### config.mk
export PLATFORM = sky130hd
export DESIGN_NAME = tts_ctrl
export DESIGN_NICKNAME = d
export VERILOG_FILES = /design/src/rtl/tts_pkg.sv /design/src/rtl/tts_ctrl.sv
export SDC_FILE = /design/constraint.sdc
export NUM_CORES = 1
export LEC_CHECK = 0
export BUFFER_PORTS_ARGS = -buffer_cell sky130_fd_sc_hd__buf_2
export CAP_MARGIN = 40
export CORE_MARGIN = 2
export CORE_UTILIZATION = 49
export CTS_CLUSTER_DIAMETER = 80
export CTS_CLUSTER_SIZE = 12
export DETAILED_ROUTE_END_ITERATION = 10
export GPL_TIMING_DRIVEN = 1
export PLACE_DENSITY = 0.78
export SLEW_MARGIN = 15
export SYNTH_ARGS = -nofsm -noshare
export SYNTH_HDL_FRONTEND = slang
export SYNTH_SLANG_ARGS = --single-unit
### constraint.sdc
create_clock -name clk_i -period 2.6 [get_ports clk_i]
set_input_delay 0.13 -clock clk_i [delete_from_list [all_inputs] [get_ports clk_i]]
set_output_delay 0.13 -clock clk_i [all_outputs]
set_load 0.05 [all_outputs]
### src/rtl/tts_pkg.sv
package tts_pkg;

  localparam int DATA_W    = 32;
  localparam int NUM_W     = 64;
  localparam int WIDE_W    = 66;
  localparam int FRAC_W    = 16;
  localparam int ROW_W     = 6;
  localparam int CFG_IDX_W = 2;

  localparam logic [CFG_IDX_W-1:0] REG_DIAG  = 2'd0;
  localparam logic [CFG_IDX_W-1:0] REG_LOWER = 2'd1;
  localparam logic [CFG_IDX_W-1:0] REG_UPPER = 2'd2;

  localparam logic signed [DATA_W-1:0] DIAG_RESET  = 32'sh0002_0000;
  localparam logic signed [DATA_W-1:0] LOWER_RESET = 32'shFFFF_0000;
  localparam logic signed [DATA_W-1:0] UPPER_RESET = 32'shFFFF_0000;
  localparam logic signed [DATA_W-1:0] SAT_MAX     = 32'sh7FFF_FFFF;
  localparam logic signed [DATA_W-1:0] SAT_MIN     = 32'sh8000_0000;

  typedef enum logic [1:0] {
    MUL_LU,
    MUL_LD,
    MUL_UU
  } mul_sel_e;

  typedef enum logic [1:0] {
    NUM_PROD,
    NUM_LAST,
    NUM_BACK
  } num_sel_e;

  typedef enum logic {
    DEN_PREV,
    DEN_READ
  } den_sel_e;

  typedef struct packed {
    logic             in_load;
    logic             mul_en;
    mul_sel_e         mul_sel;
    logic             start_a;
    num_sel_e         num_sel;
    den_sel_e         den_sel;
    logic             start_b;
    logic             num_load;
    logic             row0_wr;
    logic             fwd_wr;
    logic             u_load;
    logic             out_load;
    logic             final_row;
    logic [ROW_W-1:0] row;
  } tts_cmd_t;

  typedef struct packed {
    logic last;
    logic busy;
    logic out_free;
  } tts_status_t;

  function automatic logic sat_ovf(input logic [WIDE_W-1:0] x);
    return !((&x[WIDE_W-1:DATA_W-1]) || !(|x[WIDE_W-1:DATA_W-1]));
  endfunction

  function automatic logic [DATA_W-1:0] sat32(input logic [WIDE_W-1:0] x);
    logic [DATA_W-1:0] r;
    if (sat_ovf(x)) begin
      r = x[WIDE_W-1] ? SAT_MIN : SAT_MAX;
    end else begin
      r = x[DATA_W-1:0];
    end
    return r;
  endfunction

endpackage

### src/rtl/tts_ctrl.sv
module tts_ctrl
  import tts_pkg::*;
#(
  parameter int MAX_ROWS = 64
) (
  input  logic        clk_i,
  input  logic        rst_ni,
  input  logic        in_valid_i,
  output logic        in_stall_o,
  input  tts_status_t status_i,
  output tts_cmd_t    cmd_o
);

  localparam int AW = $clog2(MAX_ROWS);

  localparam logic [3:0] S_IDLE   = 4'd0;
  localparam logic [3:0] S_ROW0   = 4'd1;
  localparam logic [3:0] S_FMUL1  = 4'd2;
  localparam logic [3:0] S_FMUL2  = 4'd3;
  localparam logic [3:0] S_FSTB   = 4'd4;
  localparam logic [3:0] S_FWAIT  = 4'd5;
  localparam logic [3:0] S_FUPD   = 4'd6;
  localparam logic [3:0] S_BLAST  = 4'd7;
  localparam logic [3:0] S_BWAIT  = 4'd8;
  localparam logic [3:0] S_BSAT   = 4'd9;
  localparam logic [3:0] S_BPUSH  = 4'd10;
  localparam logic [3:0] S_BRD    = 4'd11;
  localparam logic [3:0] S_BMUL   = 4'd12;
  localparam logic [3:0] S_BSUB   = 4'd13;
  localparam logic [3:0] S_BSTART = 4'd14;

  logic [3:0]    state_q, state_d;
  logic [AW-1:0] idx_q, idx_d;
  logic          end_row;

  // the top row closes the system even without the last flag
  assign end_row = status_i.last || (idx_q == AW'(MAX_ROWS - 1));

  always_comb begin
    cmd_o           = '0;
    cmd_o.mul_sel   = MUL_LU;
    cmd_o.num_sel   = NUM_PROD;
    cmd_o.den_sel   = DEN_PREV;
    cmd_o.row       = ROW_W'(idx_q);
    cmd_o.final_row = (idx_q == '0);
    state_d         = state_q;
    idx_d           = idx_q;
    unique case (state_q)
      S_IDLE: begin
        if (in_valid_i) begin
          cmd_o.in_load = 1'b1;
          state_d       = (idx_q == '0) ? S_ROW0 : S_FMUL1;
        end
      end
      S_ROW0, S_FUPD: begin
        cmd_o.row0_wr = (state_q == S_ROW0);
        cmd_o.fwd_wr  = (state_q == S_FUPD);
        if (end_row) begin
          state_d = S_BLAST;
        end else begin
          idx_d   = idx_q + AW'(1);
          state_d = S_IDLE;
        end
      end
      S_FMUL1: begin
        cmd_o.mul_en  = 1'b1;
        cmd_o.mul_sel = MUL_LU;
        state_d       = S_FMUL2;
      end
      S_FMUL2: begin
        cmd_o.mul_en  = 1'b1;
        cmd_o.mul_sel = MUL_LD;
        cmd_o.start_a = 1'b1;
        cmd_o.num_sel = NUM_PROD;
        cmd_o.den_sel = DEN_PREV;
        state_d       = S_FSTB;
      end
      S_FSTB: begin
        cmd_o.start_b = 1'b1;
        state_d       = S_FWAIT;
      end
      S_FWAIT: begin
        if (!status_i.busy) begin
          state_d = S_FUPD;
        end
      end
      S_BLAST: begin
        cmd_o.start_a = 1'b1;
        cmd_o.num_sel = NUM_LAST;
        cmd_o.den_sel = DEN_PREV;
        state_d       = S_BWAIT;
      end
      S_BWAIT: begin
        if (!status_i.busy) begin
          state_d = S_BSAT;
        end
      end
      S_BSAT: begin
        cmd_o.u_load = 1'b1;
        state_d      = S_BPUSH;
      end
      S_BPUSH: begin
        if (status_i.out_free) begin
          cmd_o.out_load = 1'b1;
          if (idx_q == '0) begin
            state_d = S_IDLE;
          end else begin
            idx_d   = idx_q - AW'(1);
            state_d = S_BRD;
          end
        end
      end
      S_BRD: begin
        state_d = S_BMUL;
      end
      S_BMUL: begin
        cmd_o.mul_en  = 1'b1;
        cmd_o.mul_sel = MUL_UU;
        state_d       = S_BSUB;
      end
      S_BSUB: begin
        cmd_o.num_load = 1'b1;
        state_d        = S_BSTART;
      end
      S_BSTART: begin
        cmd_o.start_a = 1'b1;
        cmd_o.num_sel = NUM_BACK;
        cmd_o.den_sel = DEN_READ;
        state_d       = S_BWAIT;
      end
      default: begin
        state_d = S_IDLE;
      end
    endcase
  end

  always_ff @(posedge clk_i or negedge rst_ni) begin
    if (!rst_ni) begin
      state_q <= S_IDLE;
      idx_q   <= '0;
    end else begin
      state_q <= state_d;
      idx_q   <= idx_d;
    end
  end

  assign in_stall_o = (state_q != S_IDLE);

  a_start_idle: assert property (@(posedge clk_i) disable iff (!rst_ni)
    cmd_o.start_a |-> !status_i.busy)
    else $error("divider started while busy");

  a_push_free: assert property (@(posedge clk_i) disable iff (!rst_ni)
    cmd_o.out_load |-> status_i.out_free)
    else $error("result item loaded over an unread one");

  a_solve_done: assert property (@(posedge clk_i) disable iff (!rst_ni)
    (cmd_o.out_load && cmd_o.final_row) |=> (state_q == S_IDLE && idx_q == '0))
    else $error("solver not cleared after row zero");

  a_upd_ready: assert property (@(posedge clk_i) disable iff (!rst_ni)
    (cmd_o.fwd_wr || cmd_o.u_load) |-> !status_i.busy)
    else $error("quotient used before divider finished");

endmodule

# Word-level counts from Yosys, hierarchy flattened
# Cells that the tools add are included.
# word_totals
regBits,10
out_inout_bits,22
# classes
n_reduce_logical,9
add_sub_neg,2
eq_ne,21
muxes,22
# ops
cell,count
one-hot mux 4 bit (13 select lines),1
"equality test 4 bit, second input constant",7
2-to-1 mux 4 bit,5
2-to-1 mux 6 bit,3
"equality test 4 x 3 -> 1 bit, second input constant",4
"!= test 2 bit, second input constant",6
one-hot mux 4 bit (3 select lines),1
one-hot mux 6 bit (2 select lines),1
one-hot mux 3 bit (3 select lines),1
"equality test 4 x 2 -> 1 bit, second input constant",2
AND reduction 4 bit,2
2-to-1 mux 1 bit,7
"adder 6 x 1 -> 6 bit, second input constant",1
"equality test 6 bit, second input constant",1
logical NOT 6 bit,1
"subtractor 6 x 1 -> 6 bit, second input constant",1
"equality test 4 x 1 -> 1 bit, second input constant",1
logical NOT 4 bit,1
2-to-1 mux 2 bit,2
nonzero test 4 bit,1
OR reduction 2 bit,2
2-to-1 mux 3 bit,1
nonzero test 2 bit,1
logical OR 1 bit,1

# Depth between registers and ports, before layout
# logic_depth
word_depth,4
mapped_depth,8
depth_no_buf,7

# Worst setup path after synthesis
# No wires, ideal clock.
# synth_path
path_type,reg2out
startpoint,reg state_q[2]
endpoint,out cmd_o[19] (netlist name)
setup_slack_ns,0.128
stages_incl_launch_ff,5
t_arrival_ns,2.342
n_path_buf,1
path_cell_list,dfrtp_1 > clkbuf_1 > nand2_1 > nor3_1 > a21o_1
# synth_rtl
element,line_no,source
start: declaration,tts_ctrl.sv:32,"logic [3:0] state_q, state_d;"
start signal: assignment,tts_ctrl.sv:142,state_q <= state_d;
end: declaration,tts_ctrl.sv:11,output tts_cmd_t cmd_o

# Worst setup path after layout
# layout_path
startpoint,reg idx_q[2]
endpoint,reg idx_q[1]
# layout_between
elab_chain_len,4
word_cells_on_any_way,6
# layout_rtl
element,line_no,source
start: declaration,tts_ctrl.sv:33,"logic [AW-1:0] idx_q, idx_d;"
start signal: assignment,tts_ctrl.sv:143,idx_q <= idx_d;
equality test 6 bit,tts_ctrl.sv:37,assign end_row = status_i.last || (idx_q == AW'(MAX_ROWS - 1));
logical OR 1 bit,tts_ctrl.sv:37,
!= test 2 bit (no source line),n/a,
AND reduction 4 bit (no source line) (*),n/a,
# Every way passes the cells marked *; elsewhere a longest branch is shown, timed or not.
# A chain may end at the register's enable or synchronous reset.

==> flow_results.org <==
** Critical path
- Data on the critical path arrives at its endpoint at around 2.3 ns.
- Path type of the worst setup path :: reg2reg
- Along the worst path, the maximum fanout reaches 9.
- Cells along the critical path :: or4_4 -> or3_4 -> a32o_2 -> mux2_4
- The most critical setup path has its endpoint at idx_q[1].
- The critical path crosses 4 cells after its start point.
- The endpoint identified for the worst register-to-register timing path is idx_q[1].
- On the worst path, the slowest cell contributes a delay of approximately 0.56 ns.
- Counting cells, the worst reg-to-reg path comes to 4.
- Critical Path Source Type :: flop
- Slack of the worst reg-to-reg path :: between 0.4 and 0.5 ns
- Launch instance of the worst register-to-register path :: idx_q[2]
- Crit path capture type :: flop
- In this run the worst setup path begins at idx_q[2].
- Highest-delay cell along the critical path :: sky130_fd_sc_hd__or4_4
- Worst Path Buf+Inv :: 0
- Category of cells accounting for the largest share of critical-path delay :: simple AND/OR/NAND/NOR gates
- STA puts the critical path data required time at ~2.8 ns.

** Timing
- Worst slew margin relative to its limit :: approximately 70%
- Worst-case hold slack :: approximately 0.12 ns
- Final cycle utilization of the critical path :: around 83%
- Transition time at the pin with the least slew margin :: roughly 0.42 ns
- Setup repair after global routing left no endpoint under its margin.
- Static timing analysis puts the maximum clock frequency at 464 MHz.
- Max-slew violation total from the final report :: 0
- Counting I/O delays and the setup requirement, the final critical path takes roughly 2.2 ns.
- Setup violations remaining at the end of the flow were counted as 0.
- Worst clock skew :: between 0.0007 and 0.0008 ns
- Setup_tns :: 0 ns
- Final number of hold-violating endpoints :: 0

** Clocking
- Total of hold buffers inserted after clock tree synthesis :: 1
- Worst-Skew Late Latency :: about 0.27 ns
- The tree built by TritonCTS fans out to 10 sinks.
- The longest clock path from root to sink contains 2 buffers.
- In this run the post-CTS setup repair buffer count came out at 0.
- TritonCTS built the clock tree.
- Clock-pin slew reported for the worst setup and hold paths after clock tree synthesis :: 0.06 ns
- The root buffer cell chosen for the clock tree is sky130_fd_sc_hd__clkbuf_4.
- Number of clock buffers inserted by TritonCTS :: 3
- CTS-repair resized insts :: 0
- CTS HTree Levels :: 1

** Route
- Summing over every cut layer, the via total after detailed routing is 862.
- Sum of routed wire length over all layers :: approximately 2.0 mm
- Wire length per cell after detailed routing :: between 10 and 15 um
- Dividing the detail-routed via count by the number of cells gives around 5.9.
- DRC Markers :: 0
- Drt initial violations :: just over 40
- The detail route stage leaves a number of antenna-violating nets equal to 0.
- First-pass iteration count of the detailed router :: 4

** Global routing
- The number of global-route vias before repair came to about 690.
- The initial antenna violation count is 0.
- Entering global routing, the biggest net connects 17 pins.
- Global routing used approximately 22% of the available tracks.
- Total congestion overflow after global routing :: 0
- The first global-routing pass estimated approximately 3.2 mm of wire.

** Layout
- Combined area of the multi-input logic cells :: roughly 550 sq um
- Layout cell share with drive strength beyond 1 :: roughly 33%
- After routing the design area is ~1000 sq um.
- The repair_antennas step left the layout with diodes totalling 0.
- Area growth syn-to-layout :: 17.6%
- Fill cells in the final layout number 163.
- Most common cell after layout, fill and taps aside :: sky130_fd_sc_hd__buf_2
- In the final design database the tool counted between 100 and 150 nets.
- In the layout the commonest cells are sky130_fd_sc_hd__buf_2, sky130_fd_sc_hd__nor2_1, sky130_fd_sc_hd__nand2_1.
- Area of all sequential standard cells :: 250 sq um

** Min path
- Worst min path class :: in2reg

** Yosys
- Synthesis produced a netlist with a net count of roughly 110.
- Number of enable-type register cells in the synthesized netlist :: 0
- Cell area after synthesis :: around 860 sq um
- Sequential element share of the synthesized area :: 29.0%
- By area the synthesized netlist is led by sky130_fd_sc_hd__dfrtp_1, sky130_fd_sc_hd__nor2_1, sky130_fd_sc_hd__nand2_1.
- Unique masters post-synth :: between 40 and 50
- Proportion of netlist area held by the largest area contributor :: just under 30%
- Biggest area consumer among synthesized cells :: sky130_fd_sc_hd__dfrtp_1
- After synthesis, the share of flip-flops with an asynchronous set or reset is between 90% and 100%.
- Number of warnings reported in the yosys synthesis log :: 0
- Gate count of the mapped netlist :: 104
- Predominant post-synthesis flop cell :: sky130_fd_sc_hd__dfrtp_1
- Synthesized area per cell :: roughly 8.3 sq um
- Flops & latches, synth :: 10

** Status
- The flow ran to the end, and the final reports show no timing, DRC or antenna violations.

** Floorplan
- Number of ports placed on the die boundary :: 28
- Initial core utilization :: about 51%
- The total area inside the core boundary comes to approximately 1700 sq um.
- Die span in x :: 45.9 um
- Full die area :: 2110 sq um
- In this run the core area contains 15 standard-cell rows.
- Die Ht :: about 46 um

** Flow run
- The tool flagged a number of max-cap violations equal to 0.

** Placement
- Routability-driven placement finished with a final weighted congestion of approximately 0.87.
- After detailed placement, the total cell area comes to 981 sq um.
- After legalization and detailed placement, the total HPWL measured between 1 and 1.5 mm.
- Port bufs :: 27
tightest hold or removal path: stages:
cell,delay (ns)
sky130_fd_sc_hd__buf_2,0.09
sky130_fd_sc_hd__nand2_1,0.06
sky130_fd_sc_hd__o21ai_0,0.07
worst min-delay path by stage:
stage | slack (ns) | endpoint | cells after the start | start
detailed placement | 0.002 | idx_q[0] | 1 | rst_ni
floorplan | -0.17 | idx_q[0] | 0 | rst_ni
global route | 0.12 | state_q[0] | 3 | status_i[1]
CTS | 0.11 | state_q[0] | 3 | status_i[1]
global placement | -0.0005 | idx_q[0] | 1 | rst_ni
finish | 0.12 | state_q[0] | 3 | status_i[1]
area by class of cell:
class | count | share of cell area, %
Timing Repair Buffer | 29 | 15.1
Clock buffer | 3 | 2.22
Tap cell | 17 | 2.10
Sequential cell | 10 | 24.7
Multi-Input combinational cell | 83 | 54.4
Inverter | 4 | 1.48
logic make-up (layout without fill, tap and decap cells):
family | after synthesis | in the layout | synth area share [%]
buffers and inverters | 11 | 36 | 6.97
multiplexers | 3 | 3 | 4.21
AND/OR/NAND/NOR | 49 | 49 | 30.8
flip-flops | 10 | 10 | 29.0
XOR/XNOR | 7 | 7 | 7.11
AO/OA/AOI/OAI | 23 | 23 | 20.5
adder cells (fa/ha/maj) | 1 | 1 | 1.45
metrics by stage:
stage / cells / util (%) / worst slack, ns
4_1_cts: 146 / 60.0 / 0.447
3_3_place_gp: 142 / 58.1 / 0.499
2_1_floorplan: 104 / - / 0.128
6_report: 146 / 60.0 / 0.444
5_1_grt: 146 / 60.0 / 0.355
3_5_place_dp: 142 / 58.1 / 0.456
flip-flops by register name (all words and copies together), names as in the netlist:
register,cells
idx_q,6
state_q,4
synth_stat cells (all sizes together) (2+ instances only):
library cell / n
nand2: 12
nor3: 4
o31ai: 2
inv: 4
nand2b: 3
or2b: 2
and3: 3
nor2: 13
a21oi: 2
xnor2: 4
o22ai: 2
nor2b: 2
mux2: 2
dfrtp: 10
o21ai: 4
clkbuf: 3
buf: 3
xor2: 3
and2: 3
metal layers:
layer  routed length [um]  vias up  track usage (%)
met4                   10        0             7.43
met3                  108        2             5.95
met5                    0        -                0
met1                  948      404             30.4
li1                     -      425                -
met2                  932       31             31.4
Power is left out: the tool's default activity adds up to more than one toggle a clock period on the data nets, which glitch-free logic cannot reach.
